[config.mk]
export PLATFORM = sky130hd
export DESIGN_NAME = display_escape_sequence_parser
export DESIGN_NICKNAME = d
export VERILOG_FILES = /design/src/design/desp_pkg.sv /design/src/design/desp_seq.sv /design/src/design/desp_out_stage.sv /design/src/design/display_escape_sequence_parser.sv
export SDC_FILE = /design/constraint.sdc
export NUM_CORES = 1
export LEC_CHECK = 0
export ABC_AREA = 1
export BUFFER_PORTS_ARGS = -buffer_cell sky130_fd_sc_hd__clkbuf_2
export CAP_MARGIN = 10
export CORE_MARGIN = 1
export CORE_UTILIZATION = 45
export DETAILED_ROUTE_END_ITERATION = 7
export GPL_ROUTABILITY_DRIVEN = 0
export MAX_ROUTING_LAYER = met4
export PLACE_DENSITY = 0.66
export REMOVE_ABC_BUFFERS = 1
export SLEW_MARGIN = 20
export SYNTH_ARGS = -nofsm -noshare
export SYNTH_HDL_FRONTEND = slang
export SYNTH_SLANG_ARGS = --single-unit
[constraint.sdc]
create_clock -name clk -period 2.8 [get_ports clk]
set_input_delay 0.28 -clock clk [delete_from_list [all_inputs] [get_ports clk]]
set_output_delay 0.28 -clock clk [all_outputs]
set_load 0.02 [all_outputs]
[src/design/desp_pkg.sv]
// Shared types and constants for the display escape-sequence parser.
// Has no dependencies. Used by the sequencer, the result stage and the top level.
package desp_pkg;

	localparam int unsigned BYTE_W = 8;
	localparam int unsigned KIND_W = 2;

	localparam logic [BYTE_W-1:0] ESC_BYTE = 8'h1B;

	// Command bytes that follow an escape.
	localparam logic [BYTE_W-1:0] CMD_CURSOR = 8'd1;
	localparam logic [BYTE_W-1:0] CMD_SET_HL = 8'd2;
	localparam logic [BYTE_W-1:0] CMD_CLR_HL = 8'd3;

	// Kinds of display command on the result channel.
	localparam logic [KIND_W-1:0] KIND_PRINT  = 2'd0;
	localparam logic [KIND_W-1:0] KIND_CURSOR = 2'd1;
	localparam logic [KIND_W-1:0] KIND_SET_HL = 2'd2;
	localparam logic [KIND_W-1:0] KIND_CLR_HL = 2'd3;

	typedef struct packed {
		logic [KIND_W-1:0] cmd_kind;
		logic [BYTE_W-1:0] char_code;
		logic [BYTE_W-1:0] row;
		logic [BYTE_W-1:0] column;
		logic [BYTE_W-1:0] width;
	} result_t;

	// Outcome of decoding one byte against the sequence state.
	typedef struct packed {
		logic    has_result;
		result_t result;
	} decode_t;

endpackage

[src/design/desp_seq.sv]
// Sequence tracker: phase, command byte and stored arguments, plus the decode
// of one byte into at most one display command. Depends on desp_pkg.
module desp_seq (
	input  logic                         clk,
	input  logic                         arst_n,
	input  logic [desp_pkg::BYTE_W-1:0]  byte_in,
	input  logic                         step,
	output desp_pkg::decode_t            dec
);

	localparam logic [2:0] PH_IDLE = 3'd0;
	localparam logic [2:0] PH_ESC  = 3'd1;
	localparam logic [2:0] PH_CMD  = 3'd2;
	localparam logic [2:0] PH_ARG1 = 3'd3;
	localparam logic [2:0] PH_ARG2 = 3'd4;

	logic [2:0]                  phase_q, phase_nxt;
	logic [desp_pkg::BYTE_W-1:0] cmd_q, arg1_q, arg2_q;
	logic                        wr_cmd, wr_arg1, wr_arg2;
	logic                        is_cursor, is_hl;

	assign is_cursor = (cmd_q == desp_pkg::CMD_CURSOR);
	assign is_hl     = (cmd_q == desp_pkg::CMD_SET_HL) || (cmd_q == desp_pkg::CMD_CLR_HL);

	always_comb begin
		phase_nxt = PH_IDLE;
		wr_cmd    = 1'b0;
		wr_arg1   = 1'b0;
		wr_arg2   = 1'b0;
		dec       = '0;
		// Unless an arm says otherwise, the byte is printed and the sequence closes.
		dec.has_result         = 1'b1;
		dec.result.cmd_kind    = desp_pkg::KIND_PRINT;
		dec.result.char_code   = byte_in;
		if (byte_in == desp_pkg::ESC_BYTE) begin
			// An escape restarts the sequence wherever we are.
			phase_nxt      = PH_ESC;
			dec            = '0;
		end else begin
			unique case (phase_q)
				PH_IDLE: begin
				end
				PH_ESC: begin
					wr_cmd    = 1'b1;
					phase_nxt = PH_CMD;
					dec       = '0;
				end
				PH_CMD: begin
					if (is_cursor || is_hl) begin
						wr_arg1   = 1'b1;
						phase_nxt = PH_ARG1;
						dec       = '0;
					end
				end
				PH_ARG1: begin
					if (is_cursor) begin
						dec.result.cmd_kind  = desp_pkg::KIND_CURSOR;
						dec.result.char_code = '0;
						dec.result.row       = arg1_q;
						dec.result.column    = byte_in;
					end else if (is_hl) begin
						wr_arg2   = 1'b1;
						phase_nxt = PH_ARG2;
						dec       = '0;
					end
				end
				PH_ARG2: begin
					if (is_hl) begin
						dec.result.cmd_kind  = (cmd_q == desp_pkg::CMD_SET_HL) ?
							desp_pkg::KIND_SET_HL : desp_pkg::KIND_CLR_HL;
						dec.result.char_code = '0;
						dec.result.row       = arg1_q;
						dec.result.column    = arg2_q;
						dec.result.width     = byte_in;
					end
				end
				default: begin
				end
			endcase
		end
	end

	always_ff @(posedge clk or negedge arst_n) begin
		if (!arst_n) begin
			phase_q <= PH_IDLE;
		end else if (step) begin
			phase_q <= phase_nxt;
		end
	end

	always_ff @(posedge clk) begin
		if (step && wr_cmd) begin
			cmd_q <= byte_in;
		end
		if (step && wr_arg1) begin
			arg1_q <= byte_in;
		end
		if (step && wr_arg2) begin
			arg2_q <= byte_in;
		end
	end

endmodule

[src/design/desp_out_stage.sv]
// Result register of the parser: holds one finished display command until the
// receiver takes it. Depends on desp_pkg.
module desp_out_stage (
	input  logic              clk,
	input  logic              arst_n,
	input  logic              load,
	input  desp_pkg::result_t load_data,
	input  logic              take,
	output logic              free,
	output logic              valid_s2,
	output desp_pkg::result_t data_s2
);

	// The slot can be refilled in the same cycle its item leaves.
	assign free = !valid_s2 || take;

	always_ff @(posedge clk or negedge arst_n) begin
		if (!arst_n) begin
			valid_s2 <= 1'b0;
		end else if (load) begin
			valid_s2 <= 1'b1;
		end else if (take) begin
			valid_s2 <= 1'b0;
		end
	end

	always_ff @(posedge clk) begin
		if (load) begin
			data_s2 <= load_data;
		end
	end

endmodule

[src/design/display_escape_sequence_parser.sv]
// Top level of the display escape-sequence parser: input register, sequence
// tracker and result register. Depends on desp_pkg, desp_seq, desp_out_stage.
//
// Usage: each input item is one byte bound for a character display, offered on
// in_byte with in_valid/in_ready. Ordinary bytes come out as print-character
// commands. The escape byte 0x1B opens a sequence (also inside another one);
// the following command byte selects set cursor (row, column), set highlight
// or clear highlight (row, column, width). An unknown command makes the next
// byte print. Escape, command and argument bytes that do not finish a command
// give no result item.
//
// Timing: a byte is registered at acceptance, decoded against the sequence
// state in the next cycle and written into the result register, from which
// the result item is offered on out_valid. One byte is taken every cycle
// unless the registered byte waits for a full result register.
// When the receiver holds out_ready low, the result register keeps its item,
// the registered byte waits if it would produce a result, and in_ready drops
// once both stages are full. Bytes that produce no result keep flowing.
// Reset clears the sequence phase to no open sequence and empties both stages.
module display_escape_sequence_parser (
	input  logic                          clk,
	input  logic                          arst_n,
	input  logic                          in_valid,
	output logic                          in_ready,
	input  logic [desp_pkg::BYTE_W-1:0]   in_byte,
	output logic                          out_valid,
	input  logic                          out_ready,
	output logic [desp_pkg::KIND_W-1:0]   cmd_kind,
	output logic [desp_pkg::BYTE_W-1:0]   char_code,
	output logic [desp_pkg::BYTE_W-1:0]   row,
	output logic [desp_pkg::BYTE_W-1:0]   column,
	output logic [desp_pkg::BYTE_W-1:0]   width
);

	logic                        valid_s1;
	logic [desp_pkg::BYTE_W-1:0] byte_s1;
	logic                        advance;
	logic                        out_free;
	desp_pkg::decode_t           dec;
	desp_pkg::result_t           res_s2;

	// The registered byte moves on when it yields nothing or the result slot is free.
	assign advance  = valid_s1 && (!dec.has_result || out_free);
	assign in_ready = !valid_s1 || advance;

	always_ff @(posedge clk or negedge arst_n) begin
		if (!arst_n) begin
			valid_s1 <= 1'b0;
		end else if (in_ready) begin
			valid_s1 <= in_valid;
		end
	end

	always_ff @(posedge clk) begin
		if (in_ready && in_valid) begin
			byte_s1 <= in_byte;
		end
	end

	desp_seq u_seq (
		.clk     (clk),
		.arst_n  (arst_n),
		.byte_in (byte_s1),
		.step    (advance),
		.dec     (dec)
	);

	desp_out_stage u_out (
		.clk       (clk),
		.arst_n    (arst_n),
		.load      (advance && dec.has_result),
		.load_data (dec.result),
		.take      (out_ready),
		.free      (out_free),
		.valid_s2  (out_valid),
		.data_s2   (res_s2)
	);

	assign cmd_kind  = res_s2.cmd_kind;
	assign char_code = res_s2.char_code;
	assign row       = res_s2.row;
	assign column    = res_s2.column;
	assign width     = res_s2.width;

endmodule

# Yosys cells after proc, flatten, opt, wreduce, memory -nomap -nowiden
# Index checks and enable logic that the tools add are counted.
# totals
ff_bits	71
latchBits	0
ram_bits	0
rom_bits	0
memories	0
# op_classes
addsub	0
n_mul	0
div_mod_pow	0
order_cmp	0
n_eq_ne	8
n_shift	0
mux	26
n_bitwise	0
reduce_logical	15
# op_table
op	n
one-hot mux 34 bit (4 select lines)	1
2-to-1 mux 35 bit	3
2-to-1 mux 34 bit	1
2-to-1 mux 26 bit	1
equality test 8 x 2 -> 1 bit, second input constant	2
2-to-1 mux 1 bit	13
2-to-1 mux 3 bit	3
one-hot mux 3 bit (3 select lines)	1
equality test 8 x 1 -> 1 bit, second input constant	1
equality test 8 x 5 -> 1 bit, second input constant	1
2-to-1 mux 8 bit	1
equality test 3 x 2 -> 1 bit, second input constant	2
logical AND 1 bit	6
logical OR 1 bit	5
equality test 3 x 1 -> 1 bit, second input constant	1
equality test 3 bit, second input constant	1
zero test 1 bit	3
one-hot mux 1 bit (3 select lines)	1
2-to-1 mux 2 bit	1
nonzero test 2 bit	1

# Depth between registers and ports, before layout
# Gate-level depths: netlist (run 1).
# logic_depth
word_depth	11
mapped_depth	12
ltp_nobuf	12

# Modules after synthesis
# A second synthesis (run 1) with hierarchy kept.
# unflattened
cells_unflattened	230
area_unflattened_um2	2817.7
# by_module_without_submodules
mod	instances	cells_per_inst	area_per_inst_um2	seq_area_each_um2
desp_seq	1	173	1441.4	795.8
desp_out_stage	1	39	1066.0	1046.0
display_escape_sequence_parser	1	18	310.3	265.3

# Least setup slack after synthesis (run 1)
# OpenSTA, ideal clock, no wires.
# synth_timing
kind	register to register
from	register u_seq.phase_q[2]
to	register u_out.data_s2[0] (netlist bit) (enable)
t_arrival_ns	1.727
required_time_ns	2.411
setup_slack_ns	0.684
stages_incl_launch_ff	8
period_less_slack_ns	2.116
cell_sequence	dfrtp_1 -> nor2_2 -> nand2_2 -> nor2_2 -> nand2_1 -> nand2_2 -> nand3_1 -> inv_1
# synth_between
elab_chain_cells	7
elab_cells_between_ends	9
# synth_rtl
item	line	source
start, declared	desp_seq.sv:17	logic [2:0] phase_q, phase_nxt;
start signal, assigned	desp_seq.sv:87	phase_q <= phase_nxt;
equality test 3 x 2 -> 1 bit or equality test 3 x 1 -> 1 bit (tied branches)	desp_seq.sv:40	unique case (phase_q)
one-hot mux 1 bit (3 select lines) (*)	desp_seq.sv:40	
2-to-1 mux 35 bit (*)	desp_seq.sv:35	if (byte_in == desp_pkg::ESC_BYTE) begin
zero test 1 bit	display_escape_sequence_parser.sv:43	assign advance = valid_s1 && (!dec.has_result || out_free);
logical OR 1 bit	display_escape_sequence_parser.sv:43	
logical AND 1 bit	display_escape_sequence_parser.sv:43	
logical AND 1 bit (*)	display_escape_sequence_parser.sv:71	.load (advance && dec.has_result),
net u_out.load	desp_out_stage.sv:6	input logic load,
end signal, assigned	desp_out_stage.sv:29	data_s2 <= load_data;
end, declared	desp_out_stage.sv:11	output desp_pkg::result_t data_s2
# The timed path passes the listed nets; every way through them passes the cells marked *.
# A chain may end at the register's enable or synchronous reset.

# Worst setup path after layout (run 1)
# layout_timing
from	register byte_s1[6] (netlist bit)
to	register u_seq.cmd_q[5] (netlist bit) (enable)
# layout_between
elab_chain_cells	6
elab_cells_between_ends	7
# layout_rtl
item	line	source
start, declared	display_escape_sequence_parser.sv:36	logic [desp_pkg::BYTE_W-1:0] byte_s1;
start signal, assigned	display_escape_sequence_parser.sv:56	byte_s1 <= in_byte;
equality test 8 x 5 -> 1 bit (*)	desp_seq.sv:35	
2-to-1 mux 35 bit	desp_seq.sv:35	
zero test 1 bit	display_escape_sequence_parser.sv:43	
logical OR 1 bit	display_escape_sequence_parser.sv:43	
logical AND 1 bit	display_escape_sequence_parser.sv:43	
logical AND 1 bit (*)	desp_seq.sv:92	if (step && wr_cmd) begin
end signal, assigned	desp_seq.sv:93	cmd_q <= byte_in;
end, declared	desp_seq.sv:18	logic [desp_pkg::BYTE_W-1:0] cmd_q, arg1_q, arg2_q;
# Every way passes the cells marked *; elsewhere a longest branch is shown, timed or not.

==> results.tsv, run 1 <==
metric	value	unit
worst vdd ir	0.0003601	V
min-delay src	in_byte[1]	
initial DRC count	108	
IO buf count	47	
Tot GR Track Use	0.1784	
CTS tree	built	
Slew Viols, Final	0	
Netlist cell types	18	
TNS Setup	0	ns
Boundary Pins	48	
post-cts sizing count	0	
Synth area leaders	edfxtp_1, nand2_1, dfrtp_1	
# fillers	519	
worst r2r src	byte_s1[6]	
Synth warnings	0	
vias per cell	4.747	
sequential fraction of the synthesis area	0.7488	
final hold violation count	0	
Max-Cap Viols	0	
Setup Buffers After CTS	0	
routed via count	1723	
r2r endpoint	u_seq.cmd_q[5]	
fin nets	295	
vias in the first global route	1686	
share of the clock period used by the worst path	0.8104	
die width	81.08	um
wire length of the first global-routing pass	7900	um
CTS root buf	clkbuf_8	
initial antenna violation count	0	
Setup WS post-layout	0.5309	ns
cell count of the worst hold path	1	
Worst Max-Slew Pin Slew	0.6935	ns
crit path DAT	2.24	ns
Placeable Area	5991	um^2
Worst R2R Path Depth	9	
pre-CTS setup slack	0.5254	ns
die height	81.08	um
Final min period	2.269	ns
share of layout cells above drive strength 1	0.2986	
Max FO, Critical Path	10	
Power Density	677.2	nW/um^2
# hold bufs at CTS	1	
H-Tree Level Count	3	
DRC	0	
Leakage	1.380	nW
outcome	finished clean	
Synth area leader	edfxtp_1	
Antenna diodes	0	
Max-Slew Margin vs Limit	0.5359	
CTS Sinks	71	
top-area cell type share of the netlist area	0.7043	
post-DP HPWL	3530	um
Max Freq	440.7	MHz
critical path required time	2.77	ns
flops & latches, synth	71	
DIE AREA	6573	um^2
clk buf depth	2	
Detailed Route WL	4984	um
Tot Pwr	0.002266	W
Mapped Cells	222	
row cnt	28	
worst-skew pair later-pin latency	0.34	ns
largest net degree at the start of global routing	35	
CP Capture Type	register	
Clock Skews	0.008908	ns
P&R area growth vs syn	18.94	%
TritonCTS buffer count	9	
Post-DRT Antenna Nets	0	
Hold EP	byte_s1[1]	
Routed WL per cell	13.73	um
number of iterations in the first detailed-routing pass	4	
mean area per synthesized cell	12.68	um^2
crit path kind	reg2reg	
reg-to-reg setup timing slack	0.53	ns
Startpoint Class	register	
class of the worst hold path	in2reg	
final setup fails	0	
initial core utilization	0.4697	
Post-Syn Area	2814	um^2
Worst-path clk slew	0.07	ns
grt ovf	0	
RSZ-0062 raised after global routing	false	
## per-stage QoR
step	util	hold slack [ns]	instances	cell area (um^2)
6_report	0.5587	0.1167	363	3347
5_1_grt	0.5587	0.1024	363	3347
4_1_cts	0.5587	0.1027	363	3347
3_5_place_dp	0.5272	0.1008	346	3158
3_3_place_gp	0.5272	0.09914	346	3158
2_1_floorplan	-	-0.01559	222	2814
## critical path, stage by stage (launching register included)
cell      delay, ns
edfxtp_1       0.48
nor2_2         0.16
nand3_2        0.12
nor2_8         0.22
nor2_1         0.06
nand2_1        0.08
nand2_2        0.08
nand2_4        0.09
nand3_2        0.06
nor2_1         0.54
## layer usage
layer	up-vias	track usage	part of all wire
met3	11	0.06067	0.049
met5	-	-	0
li1	859	-	-
met1	812	0.2114	0.44
met2	41	0.2756	0.49
met4	0	0.08036	0.018
## report_power, final
part	total, W	switching (W)	internal [W]
Sequential	0.00128	0.0000354	0.00125
Clock	0.000757	0.000358	0.000400
Combinational	0.000225	0.000162	0.0000621
## sequential cells by signal, summed over array words and instances, names as in the netlist
signal,count
u_seq.phase_q,3
byte_s1,8
u_out.data_s2,34
u_seq.cmd_q,8
u_seq.arg2_q,8
u_out.valid_s2,1
u_seq.arg1_q,8
valid_s1,1
## logic make-up (layout without fill, tap and decap cells)
group	count (synthesis)	in the layout	share of synthesized area
buffers and inverters	33	99	0.04491
AO/OA/AOI/OAI	9	9	0.01601
AND/OR/NAND/NOR	109	109	0.1903
flip-flops	71	71	0.7488
## worst max path at each step
stage,startpoint,end,depth (start not counted),slack (ns)
after floorplan,u_seq.phase_q[2],u_out.data_s2[0],7,0.68
after global placement,byte_s1[7],u_seq.cmd_q[3],9,0.60
after detailed placement,byte_s1[2],u_seq.cmd_q[4],9,0.53
after CTS,byte_s1[6],u_seq.cmd_q[5],9,0.51
after global routing,byte_s1[2],u_seq.cmd_q[1],9,0.35
final,byte_s1[6],u_seq.cmd_q[5],9,0.53
## cells in the final DEF (no fill, tap or decap), drive strengths merged
master and instances:
dfrtp 5, a21oi 9, and3 1, inv 33, buf 2, nor3 9, edfxtp 66, clkinv 5
clkbuf 57, nand2 56, nand4 1, nor2 30, nand3 12, bufinv 1, dlygate4sd3 1
## final cells by class
class	count	area [um^2]	share of cell area
sequential	71	2107	0.6295
multi-input combinational	118	580.6	0.1735
timing repair buffer	50	260.3	0.07776
clock buffer	10	127.6	0.03813
inverter	33	126.4	0.03776
tap	75	93.84	0.02804
clock inverter	6	51.30	0.01533
## cell usage after synthesis (all sizes together)
cell type / n
edfxtp: 66
nand2: 56
inv: 33
nor2: 30
nand3: 12
a21oi: 9
nor3: 9
dfrtp: 5
and3: 1
nand4: 1
Power figures use the tool's default switching activity.
==> run 2, diff against run 1 <==
--- a/config.mk
+++ b/config.mk
@@ -13,7 +13,7 @@
 export DETAILED_ROUTE_END_ITERATION = 7
 export GPL_ROUTABILITY_DRIVEN = 0
 export MAX_ROUTING_LAYER = met4
-export PLACE_DENSITY = 0.66
+export PLACE_DENSITY = 0.69
 export REMOVE_ABC_BUFFERS = 1
 export SLEW_MARGIN = 20
 export SYNTH_ARGS = -nofsm -noshare
==> constraint.sdc (replaced) <==
create_clock -name clk -period 1.95 [get_ports clk]
set_input_delay 0.195 -clock clk [delete_from_list [all_inputs] [get_ports clk]]
set_output_delay 0.195 -clock clk [all_outputs]
set_load 0.02 [all_outputs]
==> results.tsv, run 2 (synthesis gave the netlist of run 1 again) <==
metric	value	unit
Tot GR Track Use	0.1834	
r2r endpoint	u_seq.cmd_q[3]	
wire length of the first global-routing pass	8148	um
Largest register FFs	34	
crit path kind	reg2out	
Startpoint Class	register	
Worst R2R Path Depth	10	
Slew Viols, Final	0	
CTS tree	built	
most frequent cells in the layout	edfxtp_1, nand2_1, clkbuf_2	
number of iterations in the first detailed-routing pass	4	
P&R area growth vs syn	25.03	%
min-delay src	in_byte[2]	
Leakage	1.460	nW
row cnt	28	
Power Density	991.1	nW/um^2
worst vdd ir	0.0006510	V
DIE AREA	6573	um^2
Worst Max-Slew Pin Slew	0.4006	ns
worst-skew pair later-pin latency	0.35	ns
CTS root buf	clkbuf_8	
TritonCTS buffer count	9	
fin nets	305	
most common cell after layout, fill and taps aside	edfxtp_1	
Max Freq	542.3	MHz
H-Tree Level Count	3	
Final min period	1.844	ns
reg-to-reg setup timing slack	0.13	ns
routed via count	1793	
share of the clock period used by the worst path	0.9456	
die height	81.08	um
Hold EP	byte_s1[2]	
Tot Pwr	0.003487	W
worst r2r src	byte_s1[2]	
critical path required time	1.75	ns
clk buf depth	2	
die width	81.08	um
Worst-path clk slew	0.07	ns
Max FO, Critical Path	5	
post-DP HPWL	3579	um
Boundary Pins	48	
TNS Setup	0	ns
vias in the first global route	1749	
outcome	finished clean	
class of the worst hold path	in2reg	
vias per cell	4.807	
final setup fails	0	
DRC	0	
Detailed Route WL	5108	um
Placeable Area	5991	um^2
final hold violation count	0	
Antenna diodes	0	
IO buf count	47	
share of layout cells above drive strength 1	0.3658	
CP Capture Type	output pin	
cell count of the worst hold path	1	
grt ovf	0	
CTS Sinks	71	
Max-Slew Margin vs Limit	0.7327	
WHS	0.02186	ns
placed insts	356	
Largest Register	u_out.data_s2	
Routed WL per cell	13.69	um
Post-DRT Antenna Nets	0	
initial DRC count	76	
Clock Skews	0.009852	ns
fin area	3518	um^2
initial antenna violation count	0	
largest net degree at the start of global routing	35	
initial core utilization	0.4697	
crit path DAT	1.65	ns
Max-Cap Viols	0	
Post-Layout Cell Count	373	
dpl cell area	3246	um^2
==> run 2: changes by cell type in the layout (fill, tap and decap cells not counted), moves of 3 or more <==
cell,previous run,this run
nor2_1,23,19
buf_6,0,3
nand2_1,49,46
clkinv_1,3,0
nor2_2,4,7
buf_4,2,9
==> run 2: routing by layer <==
layer | GRT usage | vias to the layer above | share of wire
met5 | - | - | 0
met4 | 0.08036 | 0 | 0.014
met3 | 0.05393 | 7 | 0.059
met2 | 0.2958 | 60 | 0.50
met1 | 0.2127 | 843 | 0.42
li1 | - | 883 | -
==> run 2: final cells by class <==
class,count,area (um^2)
Clock inverter,7,97.59
Tap cell,75,93.84
Fill cell,492,2472
Clock buffer,9,123.9
Sequential cell,71,2107
Multi-Input combinational cell,118,608.1
Inverter,33,126.4
Timing Repair Buffer,60,361.6
==> run 2: stage by stage <==
step           setup WS (ns)  utilization
2_1_floorplan        -0.1660            -
3_3_place_gp          0.1490       0.5418
3_5_place_dp         0.06971       0.5418
4_1_cts              0.04027       0.5804
5_1_grt             -0.01346       0.5873
6_report              0.1061       0.5873
==> run 2: how the worst max path moves through the flow <==
stage / from / end / slack (ns)
6_report: u_seq.phase_q[2] / in_ready / 0.11
5_1_grt: u_seq.cmd_q[6] / u_seq.cmd_q[6] / -0.01
4_1_cts: u_seq.phase_q[2] / in_ready / 0.04
3_5_place_dp: u_seq.cmd_q[4] / u_seq.arg2_q[7] / 0.07
3_3_place_gp: byte_s1[2] / u_seq.arg2_q[7] / 0.15
2_1_floorplan: u_seq.phase_q[2] / u_out.data_s2[0] / -0.17
==> run 2: power breakdown <==
part | switching (W) | internal [W]
Clock | 0.000559 | 0.000721
Combinational | 0.000260 | 0.000116
Sequential | 0.0000395 | 0.00179
Total | 0.000859 | 0.00263
==> run 2: worst max-delay path, stage by stage (launching register included) <==
cell,delay [ns]
dfrtp_1,0.46
nor2_4,0.18
nand2_2,0.08
nor2_2,0.12
nand2_1,0.08
nand2_2,0.12
nand3_2,0.11
buf_6,0.16
==> run 2: what timing repair did <==
item	in CTS	in global routing
hold endpoints to repair	5	0
resized for setup	0	16
hold buffers	1	0
setup endpoints to repair	0	67
setup buffers	0	0
==> run 3, diff against run 2 <==
--- a/config.mk
+++ b/config.mk
@@ -8,6 +8,7 @@
 export ABC_AREA = 1
 export BUFFER_PORTS_ARGS = -buffer_cell sky130_fd_sc_hd__clkbuf_2
 export CAP_MARGIN = 10
+export CORE_ASPECT_RATIO = 1.75
 export CORE_MARGIN = 1
 export CORE_UTILIZATION = 45
 export DETAILED_ROUTE_END_ITERATION = 7
==> results.tsv, run 3 (synthesis gave the netlist of run 1 again) <==
metric	value	unit
outcome	finished clean	
Routed WL per cell	12.51	um
Power Density	922.5	nW/um^2
Sw Ratio	0.2399	
M1 GR Usage	0.1689	
routed via count	1783	
crit path DAT	1.94	ns
grt ovf	0	
largest net degree at the start of global routing	35	
post-DP HPWL	3394	um
die height	106.6	um
grt met3 use	0.05911	
final hold violation count	0	
CP max stage delay	0.41	ns
CTS Sinks	71	
Boundary Pins	48	
fin nets	311	
share of layout cells above drive strength 1	0.3795	
Worst-path clk slew	0.07	ns
Worst R2R Path Depth	12	
reg-to-reg setup timing slack	0.07	ns
row cnt	37	
most used routing layer	met2	
Int Power	0.002485	W
initial core utilization	0.4712	
Max FO, Critical Path	8	
RSZ-0062 raised after global routing	true	
Max Freq	532.1	MHz
Largest register FFs	34	
most used cell, CP	nand2_4	
fin area	3543	um^2
wire length of the first global-routing pass	7741	um
critical path required time	2.01	ns
CP Capture Type	register	
DIE AREA	6586	um^2
most frequent cells in the layout	edfxtp_1, clkbuf_2, nand2_1	
Setup WS post-layout	0.07051	ns
Leakage	1.477	nW
TritonCTS buffer count	9	
Worst Max-Slew Pin Slew	0.4113	ns
Final min period	1.879	ns
DRC	0	
dpl cell area	3257	um^2
worst r2r src	u_seq.cmd_q[7]	
crit path to	u_seq.arg1_q[0]	
vias per cell	4.680	
CTS tree	built	
CP Depth	12	
Largest Register	u_out.data_s2	
sequential fraction of design power	0.560	
final setup fails	0	
# fillers	482	
Switch Pwr	0.0007840	W
die width	61.78	um
share of the clock period used by the worst path	0.9638	
vias in the first global route	1754	
Startpoint Class	register	
H-Tree Level Count	3	
Tot GR Track Use	0.1769	
Max-Cap Viols	0	
Detailed Route WL	4768	um
combinational power share	0.116	
number of iterations in the first detailed-routing pass	4	
most common cell after layout, fill and taps aside	edfxtp_1	
Placeable Area	5972	um^2
worst-skew pair later-pin latency	0.34	ns
clock share of power	0.324	
Max stage delay cell, worst path	edfxtp_1	
clk buf depth	2	
initial antenna violation count	0	
worst path cell trace	inv_2 > nand2_2 > nor2_4 > nand2_4 > nand2_4 > nand2_1 > nand2_2 > nand2_4 > nand2_4 > nand3_4 > nor2_4 > buf_6	
worst vdd ir	0.0005483	V
worst path bufs/invs	2	
initial DRC count	48	
Post-DRT Antenna Nets	0	
pre-CTS setup slack	0.02990	ns
Antenna diodes	0	
r2r endpoint	u_seq.arg1_q[0]	
Clock Skews	0.006374	ns
Max-Slew Margin vs Limit	0.7255	
IO buf count	47	
crit path kind	reg2reg	
class of the worst hold path	in2reg	
met2 usage	0.2842	
Slew Viols, Final	0	
CP startpoint	u_seq.cmd_q[7]	
P&R area growth vs syn	25.92	%
CP delay by family, top	simple AND/OR/NAND/NOR gates	
CTS root buf	clkbuf_8	
run 3: power groups by stage:
| stage | Sequential [W] | Combinational, W | Clock [W] |
|---|---|---|---|
| 3_3_place_gp | 0.00186 | 0.000362 | 0 |
| 5_1_grt | 0.00184 | 0.000418 | 0.00115 |
| 3_5_place_dp | 0.00186 | 0.000363 | 0 |
| 2_1_floorplan | 0.00198 | 0.0000939 | 0 |
| 4_1_cts | 0.00183 | 0.000365 | 0.00109 |
| 6_report | 0.00183 | 0.000379 | 0.00106 |
run 3: area by class of cell:
| class | count | area (um^2) | share of cell area |
|---|---|---|---|
| well taps | 78 | 97.59 | 0.02754 |
| clock buffers | 9 | 123.9 | 0.03496 |
| flip-flops and latches | 71 | 2107 | 0.5946 |
| multi-input cells | 118 | 630.6 | 0.1780 |
| repair buffers | 66 | 405.4 | 0.1144 |
| clock inverters | 6 | 52.55 | 0.01483 |
| inverters | 33 | 126.4 | 0.03566 |
run 3: worst min path at each step:
stage,endpoint,from,cells after the start
global route,byte_s1[6],in_byte[6],1
CTS,byte_s1[3],in_byte[3],1
floorplan,u_out.valid_s2,arst_n,0
finish,byte_s1[2],in_byte[2],1
global placement,u_seq.phase_q[1],arst_n,1
detailed placement,u_seq.phase_q[1],arst_n,1
run 3: layer usage:
layer | vias to the layer above | part of all wire
met4 | 0 | 0.052
met5 | - | 0
li1 | 892 | -
met1 | 814 | 0.37
met3 | 18 | 0.044
met2 | 59 | 0.54
run 3: per-stage QoR:
stage               TNS (ns)    util  hold WS [ns]  std cells  total power, W
finish                     0  0.5933       0.02467        381        0.003269
floorplan             -5.675       -       -0.1006        222        0.002076
global route         -0.2211  0.5933      0.002204        381        0.003407
detailed placement         0  0.5454       0.02074        360        0.002226
CTS                        0  0.5766      0.003954        376        0.003283
global placement           0  0.5454       0.01762        360        0.002222
run 3: what timing repair did:
action	CTS	global route
endpoints found under the setup margin	0	67
hold buffers	1	1
hold endpoints to repair	5	1
gates resized for setup	0	22
setup buffers	0	4
run 3: worst reg2reg max path, delay by kind of cell, from the launching register on:
| family | cells | cell delay (ns) |
|---|---|---|
| DFF | 1 | 0.41 |
| and+or+nand+nor | 10 | 0.94 |
| buffers and inverters | 2 | 0.23 |
